==> src/rtl/static_buffer_loop_cursor_core_assert.svh <==
// Assertion macros for the loop cursor core.
// Expects clk_i and rst_ni in the scope of the module that uses them.
`ifndef STATIC_BUFFER_LOOP_CURSOR_CORE_ASSERT_SVH
`define STATIC_BUFFER_LOOP_CURSOR_CORE_ASSERT_SVH

// Same-cycle implication, checked out of reset.
`define SBLC_ASSERT_NOW(lbl, ante, cons) \
  lbl: assert property (@(posedge clk_i) disable iff (!rst_ni) (ante) |-> (cons)) \
    else $error("sblc assertion failed");

// Next-cycle implication, checked out of reset.
`define SBLC_ASSERT_NEXT(lbl, ante, cons) \
  lbl: assert property (@(posedge clk_i) disable iff (!rst_ni) (ante) |=> (cons)) \
    else $error("sblc assertion failed");

`endif

==> src/rtl/sblc_pkg.sv <==
// Shared types and constants of the loop cursor core.
// No dependencies.
`timescale 1ns / 1ps
`default_nettype none

package sblc_pkg;

  localparam logic [23:0] MAX_FRAMES = 24'd8388608;

  typedef enum logic [1:0] {
    OP_TICK    = 2'd0,
    OP_SET_POS = 2'd1,
    OP_RELOAD  = 2'd2,
    OP_LOADED  = 2'd3
  } op_e;

  typedef enum logic [2:0] {
    CFG_CAPACITY   = 3'd0,
    CFG_LOOP_START = 3'd1,
    CFG_LOOP_END   = 3'd2,
    CFG_LOOP_COUNT = 3'd3,
    CFG_PKT_FRAMES = 3'd4
  } cfg_idx_e;

  // Configuration registers; loop_reps is two's complement
  typedef struct packed {
    logic [23:0] cap_frames;
    logic [23:0] loop_start;
    logic [23:0] loop_end;
    logic [16:0] loop_reps;
    logic [12:0] packet_frames;
  } cfg_t;

  // Playback state; loops is two's complement, negative loops forever
  typedef struct packed {
    logic [23:0] cursor;
    logic [16:0] loops;
    logic        exhausted;
    logic        loaded;
    logic        cancelled;
    logic [12:0] pkt_cnt;
  } state_t;

  typedef struct packed {
    logic [22:0] frame_index;
    logic        frame_valid;
    logic        last_of_packet;
    logic        is_exhausted;
    logic        status;
  } res_t;

endpackage

`default_nettype wire

==> src/rtl/sblc_in_if.sv <==
// Input channel: one command transaction (op, frame).
// Standalone; no package dependency.
`timescale 1ns / 1ps
`default_nettype none

interface sblc_in_if;
  logic        valid;
  logic        ready;
  logic [1:0]  op;
  logic [23:0] frame;

  modport source (output valid, output op, output frame, input ready);
  modport sink   (input valid, input op, input frame, output ready);
endinterface

`default_nettype wire

==> src/rtl/sblc_out_if.sv <==
// Output channel: one result transaction per command.
// Standalone; no package dependency.
`timescale 1ns / 1ps
`default_nettype none

interface sblc_out_if;
  logic        valid;
  logic        ready;
  logic [22:0] frame_index;
  logic        frame_valid;
  logic        last_of_packet;
  logic        is_exhausted;
  logic        status;

  modport source (output valid, output frame_index, output frame_valid,
                  output last_of_packet, output is_exhausted, output status,
                  input ready);
  modport sink   (input valid, input frame_index, input frame_valid,
                  input last_of_packet, input is_exhausted, input status,
                  output ready);
endinterface

`default_nettype wire

==> src/rtl/sblc_cfg_if.sv <==
// Configuration write channel: register index and write data.
// Standalone; no package dependency.
`timescale 1ns / 1ps
`default_nettype none

interface sblc_cfg_if;
  logic        valid;
  logic        ready;
  logic [2:0]  index;
  logic [23:0] data;

  modport source (output valid, output index, output data, input ready);
  modport sink   (input valid, input index, input data, output ready);
endinterface

`default_nettype wire

==> src/rtl/sblc_cfg_regs.sv <==
// Configuration register file of the loop cursor core.
// Depends on sblc_pkg and sblc_cfg_if.
`timescale 1ns / 1ps
`default_nettype none

module sblc_cfg_regs (
  input  wire logic          clk_i,
  input  wire logic          rst_ni,
  sblc_cfg_if.sink           cfg_i,
  output sblc_pkg::cfg_t     cfg_o,
  output logic               reps_wr_o
);
  import sblc_pkg::*;

  cfg_t cfg_q;
  cfg_t cfg_d;
  logic wr_en;

  // Writes are always taken
  assign cfg_i.ready = 1'b1;
  assign wr_en       = cfg_i.valid;

  // Decode the register index; unknown indexes are dropped
  always_comb begin
    cfg_d     = cfg_q;
    reps_wr_o = 1'b0;
    if (wr_en) begin
      case (cfg_idx_e'(cfg_i.index))
        CFG_CAPACITY:   cfg_d.cap_frames    = cfg_i.data;
        CFG_LOOP_START: cfg_d.loop_start    = cfg_i.data;
        CFG_LOOP_END:   cfg_d.loop_end      = cfg_i.data;
        CFG_LOOP_COUNT: begin
          cfg_d.loop_reps = cfg_i.data[16:0];
          reps_wr_o       = 1'b1;
        end
        CFG_PKT_FRAMES: cfg_d.packet_frames = cfg_i.data[12:0];
        default: ;
      endcase
    end
  end

  always_ff @(posedge clk_i or negedge rst_ni) begin
    if (!rst_ni) begin
      cfg_q.cap_frames    <= 24'd1;
      cfg_q.loop_start    <= '0;
      cfg_q.loop_end      <= '0;
      cfg_q.loop_reps     <= '0;
      cfg_q.packet_frames <= 13'd480;
    end else begin
      cfg_q <= cfg_d;
    end
  end

  assign cfg_o = cfg_q;

endmodule

`default_nettype wire

==> src/rtl/sblc_step.sv <==
// Next-state and result logic for one command of the loop cursor core.
// Depends on sblc_pkg.
`timescale 1ns / 1ps
`default_nettype none

module sblc_step (
  input  wire sblc_pkg::cfg_t   cfg_i,
  input  wire sblc_pkg::state_t state_i,
  input  wire logic [1:0]       op_i,
  input  wire logic [23:0]      frame_i,
  output sblc_pkg::state_t      state_o,
  output sblc_pkg::res_t        res_o,
  output logic [23:0]           cap_o
);
  import sblc_pkg::*;

  logic [23:0] cap;
  logic [12:0] pkt;
  logic        loops_nz;
  logic        loops_pos;
  logic        loop_on;
  logic [23:0] boundary;
  logic [23:0] cur_inc;
  logic [13:0] cnt_inc;
  logic        wrap;
  logic        end_hit;
  logic        pkt_full;
  logic        close_w;
  logic        cancel_w;

  // Reposition the cursor and restart packet and loop bookkeeping
  function automatic state_t cursor_reset(state_t s, logic [23:0] target,
                                          logic [16:0] loop_cnt, logic [23:0] c);
    state_t r;
    r           = s;
    r.cursor    = target;
    r.loops     = s.cancelled ? 17'd0 : loop_cnt;
    r.exhausted = (target >= c);
    r.pkt_cnt   = '0;
    return r;
  endfunction

  // Clamp capacity, treat zero packet size as one
  assign cap   = (cfg_i.cap_frames > MAX_FRAMES) ? MAX_FRAMES : cfg_i.cap_frames;
  assign pkt   = (cfg_i.packet_frames == '0) ? 13'd1 : cfg_i.packet_frames;
  assign cap_o = cap;

  // Tick datapath: boundary check, advance, wrap and packet close
  assign loops_nz  = (state_i.loops != '0);
  assign loops_pos = loops_nz && !state_i.loops[16];
  assign loop_on   = loops_nz && (state_i.cursor < cfg_i.loop_end);
  assign boundary  = loop_on ? cfg_i.loop_end : cap;
  assign end_hit   = (state_i.cursor >= boundary) || (state_i.cursor >= cap);
  assign cur_inc   = state_i.cursor + 24'd1;
  assign cnt_inc   = {1'b0, state_i.pkt_cnt} + 14'd1;
  assign wrap      = (cur_inc == cfg_i.loop_end) && loops_nz;
  assign pkt_full  = (cnt_inc >= {1'b0, pkt});
  assign close_w   = (!wrap && (cur_inc >= cap)) || pkt_full;

  // Set position at or past the loop end cancels looping
  assign cancel_w = state_i.cancelled ||
                    ((cfg_i.loop_reps != '0) && (frame_i >= cfg_i.loop_end));

  always_comb begin
    state_o = state_i;
    res_o   = '0;
    case (op_e'(op_i))
      OP_TICK: begin
        if (state_i.loaded && !state_i.exhausted) begin
          if (end_hit) begin
            state_o.exhausted    = 1'b1;
            state_o.pkt_cnt      = '0;
            res_o.last_of_packet = 1'b1;
          end else begin
            res_o.frame_index    = state_i.cursor[22:0];
            res_o.frame_valid    = 1'b1;
            res_o.last_of_packet = close_w;
            if (wrap) begin
              state_o.cursor = cfg_i.loop_start;
              if (loops_pos) begin
                state_o.loops = state_i.loops - 17'd1;
              end
            end else begin
              state_o.cursor = cur_inc;
              if (cur_inc >= cap) begin
                state_o.exhausted = 1'b1;
              end
            end
            state_o.pkt_cnt = close_w ? 13'd0 : cnt_inc[12:0];
          end
        end
      end
      OP_SET_POS: begin
        if (frame_i > cap) begin
          res_o.status = 1'b1;
        end else begin
          state_o.cancelled = cancel_w;
          state_o = cursor_reset(state_o, frame_i, cfg_i.loop_reps, cap);
        end
      end
      OP_RELOAD: begin
        state_o = cursor_reset(state_i, 24'd0, cfg_i.loop_reps, cap);
      end
      OP_LOADED: begin
        if (!state_i.loaded) begin
          state_o = cursor_reset(state_i, 24'd0, cfg_i.loop_reps, cap);
        end
        state_o.loaded = 1'b1;
      end
      default: ;
    endcase
    res_o.is_exhausted = state_o.exhausted;
  end

endmodule

`default_nettype wire

==> src/rtl/static_buffer_loop_cursor_core.sv <==
// Loop cursor core: command register, step logic, playback state and
// result register. Depends on sblc_pkg, the channel interfaces,
// sblc_cfg_regs, sblc_step and the assertion macro header.
//
// Each command transaction (tick, set position, reload, buffer loaded)
// yields exactly one result transaction. The block takes one command per
// clock when the result side keeps up; each command passes through the
// command register, then the result register, which offers its result.
// The rate is set by the playback state, which is read and rewritten by the
// step logic within the same cycle for every command. A result that waits to be
// taken does not stop the next command from entering the command register;
// the command after that waits until the result is taken.
// Configuration writes take effect on the next cycle and are meant for
// times when no command is in flight.
`timescale 1ns / 1ps
`default_nettype none
`include "static_buffer_loop_cursor_core_assert.svh"

module static_buffer_loop_cursor_core (
  input  wire logic  clk_i,
  input  wire logic  rst_ni,
  sblc_in_if.sink    in_i,
  sblc_out_if.source out_o,
  sblc_cfg_if.sink   cfg_i
);
  import sblc_pkg::*;

  cfg_t        cfg;
  logic        reps_wr;
  state_t      state_q;
  state_t      state_d;
  state_t      state_nxt;
  res_t        res;
  res_t        out_q;
  logic        out_valid_q;
  logic        cmd_valid_q;
  logic [1:0]  cmd_op_q;
  logic [23:0] cmd_frame_q;
  logic [23:0] cap;
  logic        out_free;
  logic        cmd_fire;
  logic        in_fire;

  sblc_cfg_regs u_cfg (
    .clk_i     (clk_i),
    .rst_ni    (rst_ni),
    .cfg_i     (cfg_i),
    .cfg_o     (cfg),
    .reps_wr_o (reps_wr)
  );

  sblc_step u_step (
    .cfg_i   (cfg),
    .state_i (state_q),
    .op_i    (cmd_op_q),
    .frame_i (cmd_frame_q),
    .state_o (state_nxt),
    .res_o   (res),
    .cap_o   (cap)
  );

  // Handshake: result register frees up when empty or being taken
  assign out_free   = !out_valid_q || out_o.ready;
  assign cmd_fire   = cmd_valid_q && out_free;
  assign in_i.ready = !cmd_valid_q || out_free;
  assign in_fire    = in_i.valid && in_i.ready;

  // Command register
  always_ff @(posedge clk_i or negedge rst_ni) begin
    if (!rst_ni) begin
      cmd_valid_q <= 1'b0;
    end else if (in_i.ready) begin
      cmd_valid_q <= in_i.valid;
    end
  end

  always_ff @(posedge clk_i) begin
    if (in_fire) begin
      cmd_op_q    <= in_i.op;
      cmd_frame_q <= in_i.frame;
    end
  end

  // Advance playback state; a loop count write reloads the loop budget
  always_comb begin
    state_d = state_q;
    if (cmd_fire) begin
      state_d = state_nxt;
    end
    if (reps_wr) begin
      state_d.loops     = cfg_i.data[16:0];
      state_d.cancelled = 1'b0;
    end
  end

  always_ff @(posedge clk_i or negedge rst_ni) begin
    if (!rst_ni) begin
      state_q <= '0;
    end else begin
      state_q <= state_d;
    end
  end

  // Result register
  always_ff @(posedge clk_i or negedge rst_ni) begin
    if (!rst_ni) begin
      out_valid_q <= 1'b0;
    end else if (out_free) begin
      out_valid_q <= cmd_valid_q;
    end
  end

  always_ff @(posedge clk_i) begin
    if (cmd_fire) begin
      out_q <= res;
    end
  end

  assign out_o.valid          = out_valid_q;
  assign out_o.frame_index    = out_q.frame_index;
  assign out_o.frame_valid    = out_q.frame_valid;
  assign out_o.last_of_packet = out_q.last_of_packet;
  assign out_o.is_exhausted   = out_q.is_exhausted;
  assign out_o.status         = out_q.status;

  // An emitted frame always lies inside the buffer
  `SBLC_ASSERT_NOW(a_frame_in_buffer, cmd_fire && res.frame_valid,
                   ({1'b0, res.frame_index} < cap))

  // Nothing plays before the buffer is loaded
  `SBLC_ASSERT_NOW(a_no_frame_unloaded, cmd_fire && !state_q.loaded,
                   !res.frame_valid)

  // A rejected set position leaves the state untouched
  `SBLC_ASSERT_NEXT(a_reject_keeps_state, cmd_fire && res.status && !reps_wr,
                    state_q == $past(state_q))

  // A stalled command keeps its slot until the result register frees up
  `SBLC_ASSERT_NEXT(a_cmd_held, cmd_valid_q && !out_free,
                    cmd_valid_q && $stable(cmd_op_q) && $stable(cmd_frame_q))

endmodule

`default_nettype wire

==> src/flat_wrapper.sv <==
// flat-port wrapper written by rule: the top's interface ports become plain ports
module static_buffer_loop_cursor_core_flat import sblc_pkg::*;
  (clk_i, rst_ni, in_i_valid, in_i_op, in_i_frame, in_i_ready, out_o_valid, out_o_frame_index, out_o_frame_valid, out_o_last_of_packet, out_o_is_exhausted, out_o_status, out_o_ready, cfg_i_valid, cfg_i_index, cfg_i_data, cfg_i_ready);
  sblc_in_if in_i_i ();
  sblc_out_if out_o_i ();
  sblc_cfg_if cfg_i_i ();
  input  wire logic clk_i;
  input  wire logic rst_ni;
  input wire logic [$bits(in_i_i.valid)-1:0] in_i_valid;
  input wire logic [$bits(in_i_i.op)-1:0] in_i_op;
  input wire logic [$bits(in_i_i.frame)-1:0] in_i_frame;
  output wire logic [$bits(in_i_i.ready)-1:0] in_i_ready;
  output wire logic [$bits(out_o_i.valid)-1:0] out_o_valid;
  output wire logic [$bits(out_o_i.frame_index)-1:0] out_o_frame_index;
  output wire logic [$bits(out_o_i.frame_valid)-1:0] out_o_frame_valid;
  output wire logic [$bits(out_o_i.last_of_packet)-1:0] out_o_last_of_packet;
  output wire logic [$bits(out_o_i.is_exhausted)-1:0] out_o_is_exhausted;
  output wire logic [$bits(out_o_i.status)-1:0] out_o_status;
  input wire logic [$bits(out_o_i.ready)-1:0] out_o_ready;
  input wire logic [$bits(cfg_i_i.valid)-1:0] cfg_i_valid;
  input wire logic [$bits(cfg_i_i.index)-1:0] cfg_i_index;
  input wire logic [$bits(cfg_i_i.data)-1:0] cfg_i_data;
  output wire logic [$bits(cfg_i_i.ready)-1:0] cfg_i_ready;
  assign in_i_i.valid = in_i_valid;
  assign in_i_i.op = in_i_op;
  assign in_i_i.frame = in_i_frame;
  assign in_i_ready = in_i_i.ready;
  assign out_o_valid = out_o_i.valid;
  assign out_o_frame_index = out_o_i.frame_index;
  assign out_o_frame_valid = out_o_i.frame_valid;
  assign out_o_last_of_packet = out_o_i.last_of_packet;
  assign out_o_is_exhausted = out_o_i.is_exhausted;
  assign out_o_status = out_o_i.status;
  assign out_o_i.ready = out_o_ready;
  assign cfg_i_i.valid = cfg_i_valid;
  assign cfg_i_i.index = cfg_i_index;
  assign cfg_i_i.data = cfg_i_data;
  assign cfg_i_ready = cfg_i_i.ready;
  static_buffer_loop_cursor_core u_core (.clk_i(clk_i), .rst_ni(rst_ni), .in_i(in_i_i), .out_o(out_o_i), .cfg_i(cfg_i_i));
endmodule
==> config.mk <==
export PLATFORM = sky130hd
export DESIGN_NAME = static_buffer_loop_cursor_core_flat
export DESIGN_NICKNAME = d
export VERILOG_FILES = /design/src/rtl/sblc_pkg.sv /design/src/rtl/sblc_in_if.sv /design/src/rtl/sblc_out_if.sv /design/src/rtl/sblc_cfg_if.sv /design/src/rtl/sblc_cfg_regs.sv /design/src/rtl/sblc_step.sv /design/src/rtl/static_buffer_loop_cursor_core.sv /design/src/flat_wrapper.sv
export VERILOG_INCLUDE_DIRS = /design/src /design/src/rtl
export SDC_FILE = /design/constraint.sdc
export NUM_CORES = 1
export LEC_CHECK = 0
export ABC_CLOCK_PERIOD_IN_PS = 11600
export BUFFER_PORTS_ARGS = -buffer_cell sky130_fd_sc_hd__buf_2
export CORE_MARGIN = 2
export CORE_UTILIZATION = 30
export DETAILED_ROUTE_END_ITERATION = 16
export PLACE_DENSITY = 0.53
export SYNTH_ARGS = -nofsm -noshare
export SYNTH_HDL_FRONTEND = slang
export SYNTH_SLANG_ARGS = --single-unit
export TNS_END_PERCENT = 10
==> constraint.sdc <==
create_clock -name clk_i -period 11.6 [get_ports clk_i]
set_clock_uncertainty 0.05 [all_clocks]
set_input_delay 0.58 -clock clk_i [delete_from_list [all_inputs] [get_ports clk_i]]
set_output_delay 0.58 -clock clk_i [all_outputs]
set_load 0.01 [all_outputs]
==> flow_summary.ini <==
[floorplanning]
ios = 88
start_util_pct = 30.4
row_count = 79
dieArea_um2 = 49100
core-area_um2 = 46700
floorplan.die.height_um = 221
die_width_um = 221

[place]
gp_congestion = 0.901
detailedPlacementHpwl_mm = 33.9
place.port_buffers = 86

[job]
drv_cap = 0

[outcome]
status = finished with violations
violations_in_the_final_reports = DRC

[clock_tree]
cts.repair.resized = 0
cts_tree = built
post_cts.repair.setup_buffers = 0
clock-root-buffer = sky130_fd_sc_hd__clkbuf_16
clock_latency_ns = 0.57
cts_hold_buf = 0
cts.sink_count = 214
clkTransAtPathRegs_ns = 0.06
cts-buffers-inserted = 26
cts_htree_levels = 1
cts-root-to-sink-buffers = 3

[timing]
worst_slew_pin_slew_ns = 1.16
timing.max_slew.rel_slack_pct = 22.7
fmax_mhz = 160
setup_tns_ns = 0
hold-worst-slack_ns = 0.0208
fin_crit_ns = 6.25
setup_viol = 0
fin_hold_viols = 0
maxSlewViolCount = 0
rsz_0062_raised_after_global_routing = no
min_period_over_period_pct = 53.9

[power]
power_leakage_uw = 0.00716
ir_drop_mv = 0.135
power.density_cell_area_nw_per_um2 = 208

[worst_setup_path]
worst-setup-path-type = flop to flop
timing.critical_path.to_type = flop
worstReg2RegStart = u_core.state_q[16]
reg2reg_to = u_core.state_q[30]
critPathLaunchType = flop
critical_path_arrival_ns = 6.65
cp_max_fo = 21
worst-r2r-cell-count = 19
critical_path_required_time_ns = 12.00
timing.reg2reg.setup_slack_ns = 5.35

[yosys]
synth_enable_flop_cells = 53
number_of_distinct_library_cells_after_synthesis = 76
yosys.area.top_type_share_pct = 27.5
synth_seq_cells = 214
syn_area_per_cell_um2 = 10.1
ys.flop_type = sky130_fd_sc_hd__dfrtp_1
leading_post_synthesis_cells_by_cell_area = sky130_fd_sc_hd__dfrtp_1 28%, sky130_fd_sc_hd__ha_1 14%, sky130_fd_sc_hd__edfxtp_1 11%, sky130_fd_sc_hd__mux2_2 6.4%, sky130_fd_sc_hd__nand2_1 5.5%
net_count_after_synthesis = 1625
yosys_warnings = 0
syn-instance-count = 1406
synthesis.area_um2 = 14200
synth_top_area_cell = sky130_fd_sc_hd__dfrtp_1
synth_async_sr_flop_share_pct = 75.2
synth_seq_area_share_pct = 39.7

[finish]
antenna_cell_count = 0
layout-area-overhead-vs-synth_pct = 13.4
finish.net_count = 1694
layout_commonest_cell = sky130_fd_sc_hd__nand2_1
most-common-layout-cells = 209 x sky130_fd_sc_hd__nand2_1, 161 x sky130_fd_sc_hd__ha_1, 156 x sky130_fd_sc_hd__dfrtp_1, 85 x sky130_fd_sc_hd__buf_2, 81 x sky130_fd_sc_hd__mux2_2
post_route_cells_drive_above_1_share_pct = 16.8

[grt]
grt.total_usage_pct = 18.3
maximum_number_of_pins_on_one_net_before_global_route_repair = 88
wire_length_of_the_first_global_routing_pass_mm = 69.6
initial_antenna_violation_count = 1
via_count_of_the_first_global_routing_pass = 11200
grt_overflow = 0

[drt]
remaining_routing_drc_violations = 6
post_drt_via_cell_ratio = 5.35
first_iter_violations = 820
routed_wire_length_per_instance_um = 21.5
vias = 11200
detail_route.wirelength_mm = 45.3
ant_nets = 0
firstDrtPassIters = 11

[min_path]
hold_class = primary input to async pin
[layer usage]
metal	share of wire, %	global-route usage (%)
met5	0	0
met4	2.1	4.53
met3	5.3	2.76
met2	45	29.1
met1	47	26.2
[Yosys cell counts (all sizes together), types with 6 or more instances]
cell type,count
nand2,209
edfxtp,53
ha,161
o21ai,78
mux2,90
nand3,27
a21oi,51
clkbuf,44
mux2i,24
nor2,46
a21o,47
a31oi,6
a221o,8
dfrtp,156
nor3,22
a211oi,7
o21a,7
nand4,38
and4,6
o211ai,9
a2111oi,6
and2,22
and3,9
or2,6
nand2b,12
a22o,7
inv,57
nor4,25
xnor2,36
buf,15
or4,7
o221ai,24
xor2,22
nor2b,13
[registers in the layout (all words and copies together) (netlist names)]
| signal | flops |
|---|---|
| u_core.state_q | 57 |
| u_core.out_o.is_exhausted | 1 |
| u_core.cmd_op_q | 2 |
| u_core.out_o.frame_index | 23 |
| u_core.out_o.frame_valid | 1 |
| u_core.cmd_frame_q | 24 |
| u_core.out_o.last_of_packet | 1 |
| u_core.cmd_valid_q | 1 |
| u_core.out_o.status | 1 |
| u_core.out_o.valid | 1 |
| u_core.u_cfg.cfg_o | 102 |
[kinds of logic (layout without fill, tap and decap cells)]
logic type | after synthesis | in the layout | share of synthesized area, %
simple gates | 458 | 458 | 15.9
buf+inv | 117 | 206 | 3.46
flops | 214 | 214 | 39.7
other cells | 1 | 1 | 0.0264
xor+xnor | 63 | 63 | 4.37
fa+ha+maj | 161 | 161 | 14.2
compound gates | 278 | 278 | 13.4
mux | 114 | 114 | 9.07
[how the worst max path moves through the flow]
stage	from	to	slack, ns	cells after the start
2_1_floorplan	u_core.state_q[34]	u_core.state_q[16]	6.40	23
3_3_place_gp	u_core.state_q[16]	u_core.state_q[30]	5.62	19
3_5_place_dp	u_core.state_q[33]	u_core.state_q[27]	5.57	23
4_1_cts	u_core.state_q[33]	u_core.state_q[30]	5.52	23
5_1_grt	u_core.state_q[33]	u_core.state_q[42]	5.21	23
6_report	u_core.state_q[16]	u_core.state_q[30]	5.35	19
[critical path, cell delays in order (launching register included)]
cell and delay (ns):
sky130_fd_sc_hd__dfrtp_1 0.46, sky130_fd_sc_hd__inv_1 0.09, sky130_fd_sc_hd__ha_1 0.27, sky130_fd_sc_hd__nor4b_1 0.72, sky130_fd_sc_hd__a31oi_1 0.28, sky130_fd_sc_hd__o2111a_1 0.23
sky130_fd_sc_hd__o21ai_2 0.12, sky130_fd_sc_hd__buf_4 0.35, sky130_fd_sc_hd__mux2_2 0.38, sky130_fd_sc_hd__ha_1 0.32, sky130_fd_sc_hd__a21oi_1 0.15, sky130_fd_sc_hd__o211ai_1 0.09
sky130_fd_sc_hd__a211oi_1 0.29, sky130_fd_sc_hd__o311ai_0 0.18, sky130_fd_sc_hd__a311o_1 0.33, sky130_fd_sc_hd__buf_4 0.23, sky130_fd_sc_hd__nor3b_1 0.29, sky130_fd_sc_hd__nand3_2 0.14
sky130_fd_sc_hd__a22oi_4 0.71, sky130_fd_sc_hd__mux2_2 0.42
[layout make-up]
| cell class | count | area (µm²) |
|---|---|---|
| clock buffer | 44 | 758 |
| clock inverter | 4 | 95.1 |
| tap | 607 | 759 |
| fill | 4782 | 30600 |
| timing repair buffer | 100 | 542 |
| inverter | 58 | 218 |
| sequential | 214 | 5630 |
| multi-input combinational | 1075 | 8090 |
[where the power goes]
group / internal (µW) / total, µW / leakage [µW] / switching (µW)
combinational: 613 / 1420 / 0.00420 / 806
sequential: 916 / 1110 / 0.00255 / 189
clock: 489 / 830 / 0.000409 / 341
total: 2020 / 3350 / 0.00716 / 1340
[through the flow]
step | area [µm²] | utilization [%] | total power (µW) | setup slack [ns] | cells
4_1_cts | 16100 | 34.5 | 3370 | 5.52 | 2102
2_1_floorplan | 14200 | - | 2060 | 6.40 | 1406
5_1_grt | 16100 | 34.5 | 3580 | 5.21 | 2102
3_3_place_gp | 15200 | 32.7 | 2480 | 5.62 | 2054
6_report | 16100 | 34.5 | 3350 | 5.35 | 2102
3_5_place_dp | 15200 | 32.7 | 2520 | 5.57 | 2054
Power figures use the tool's default switching activity.
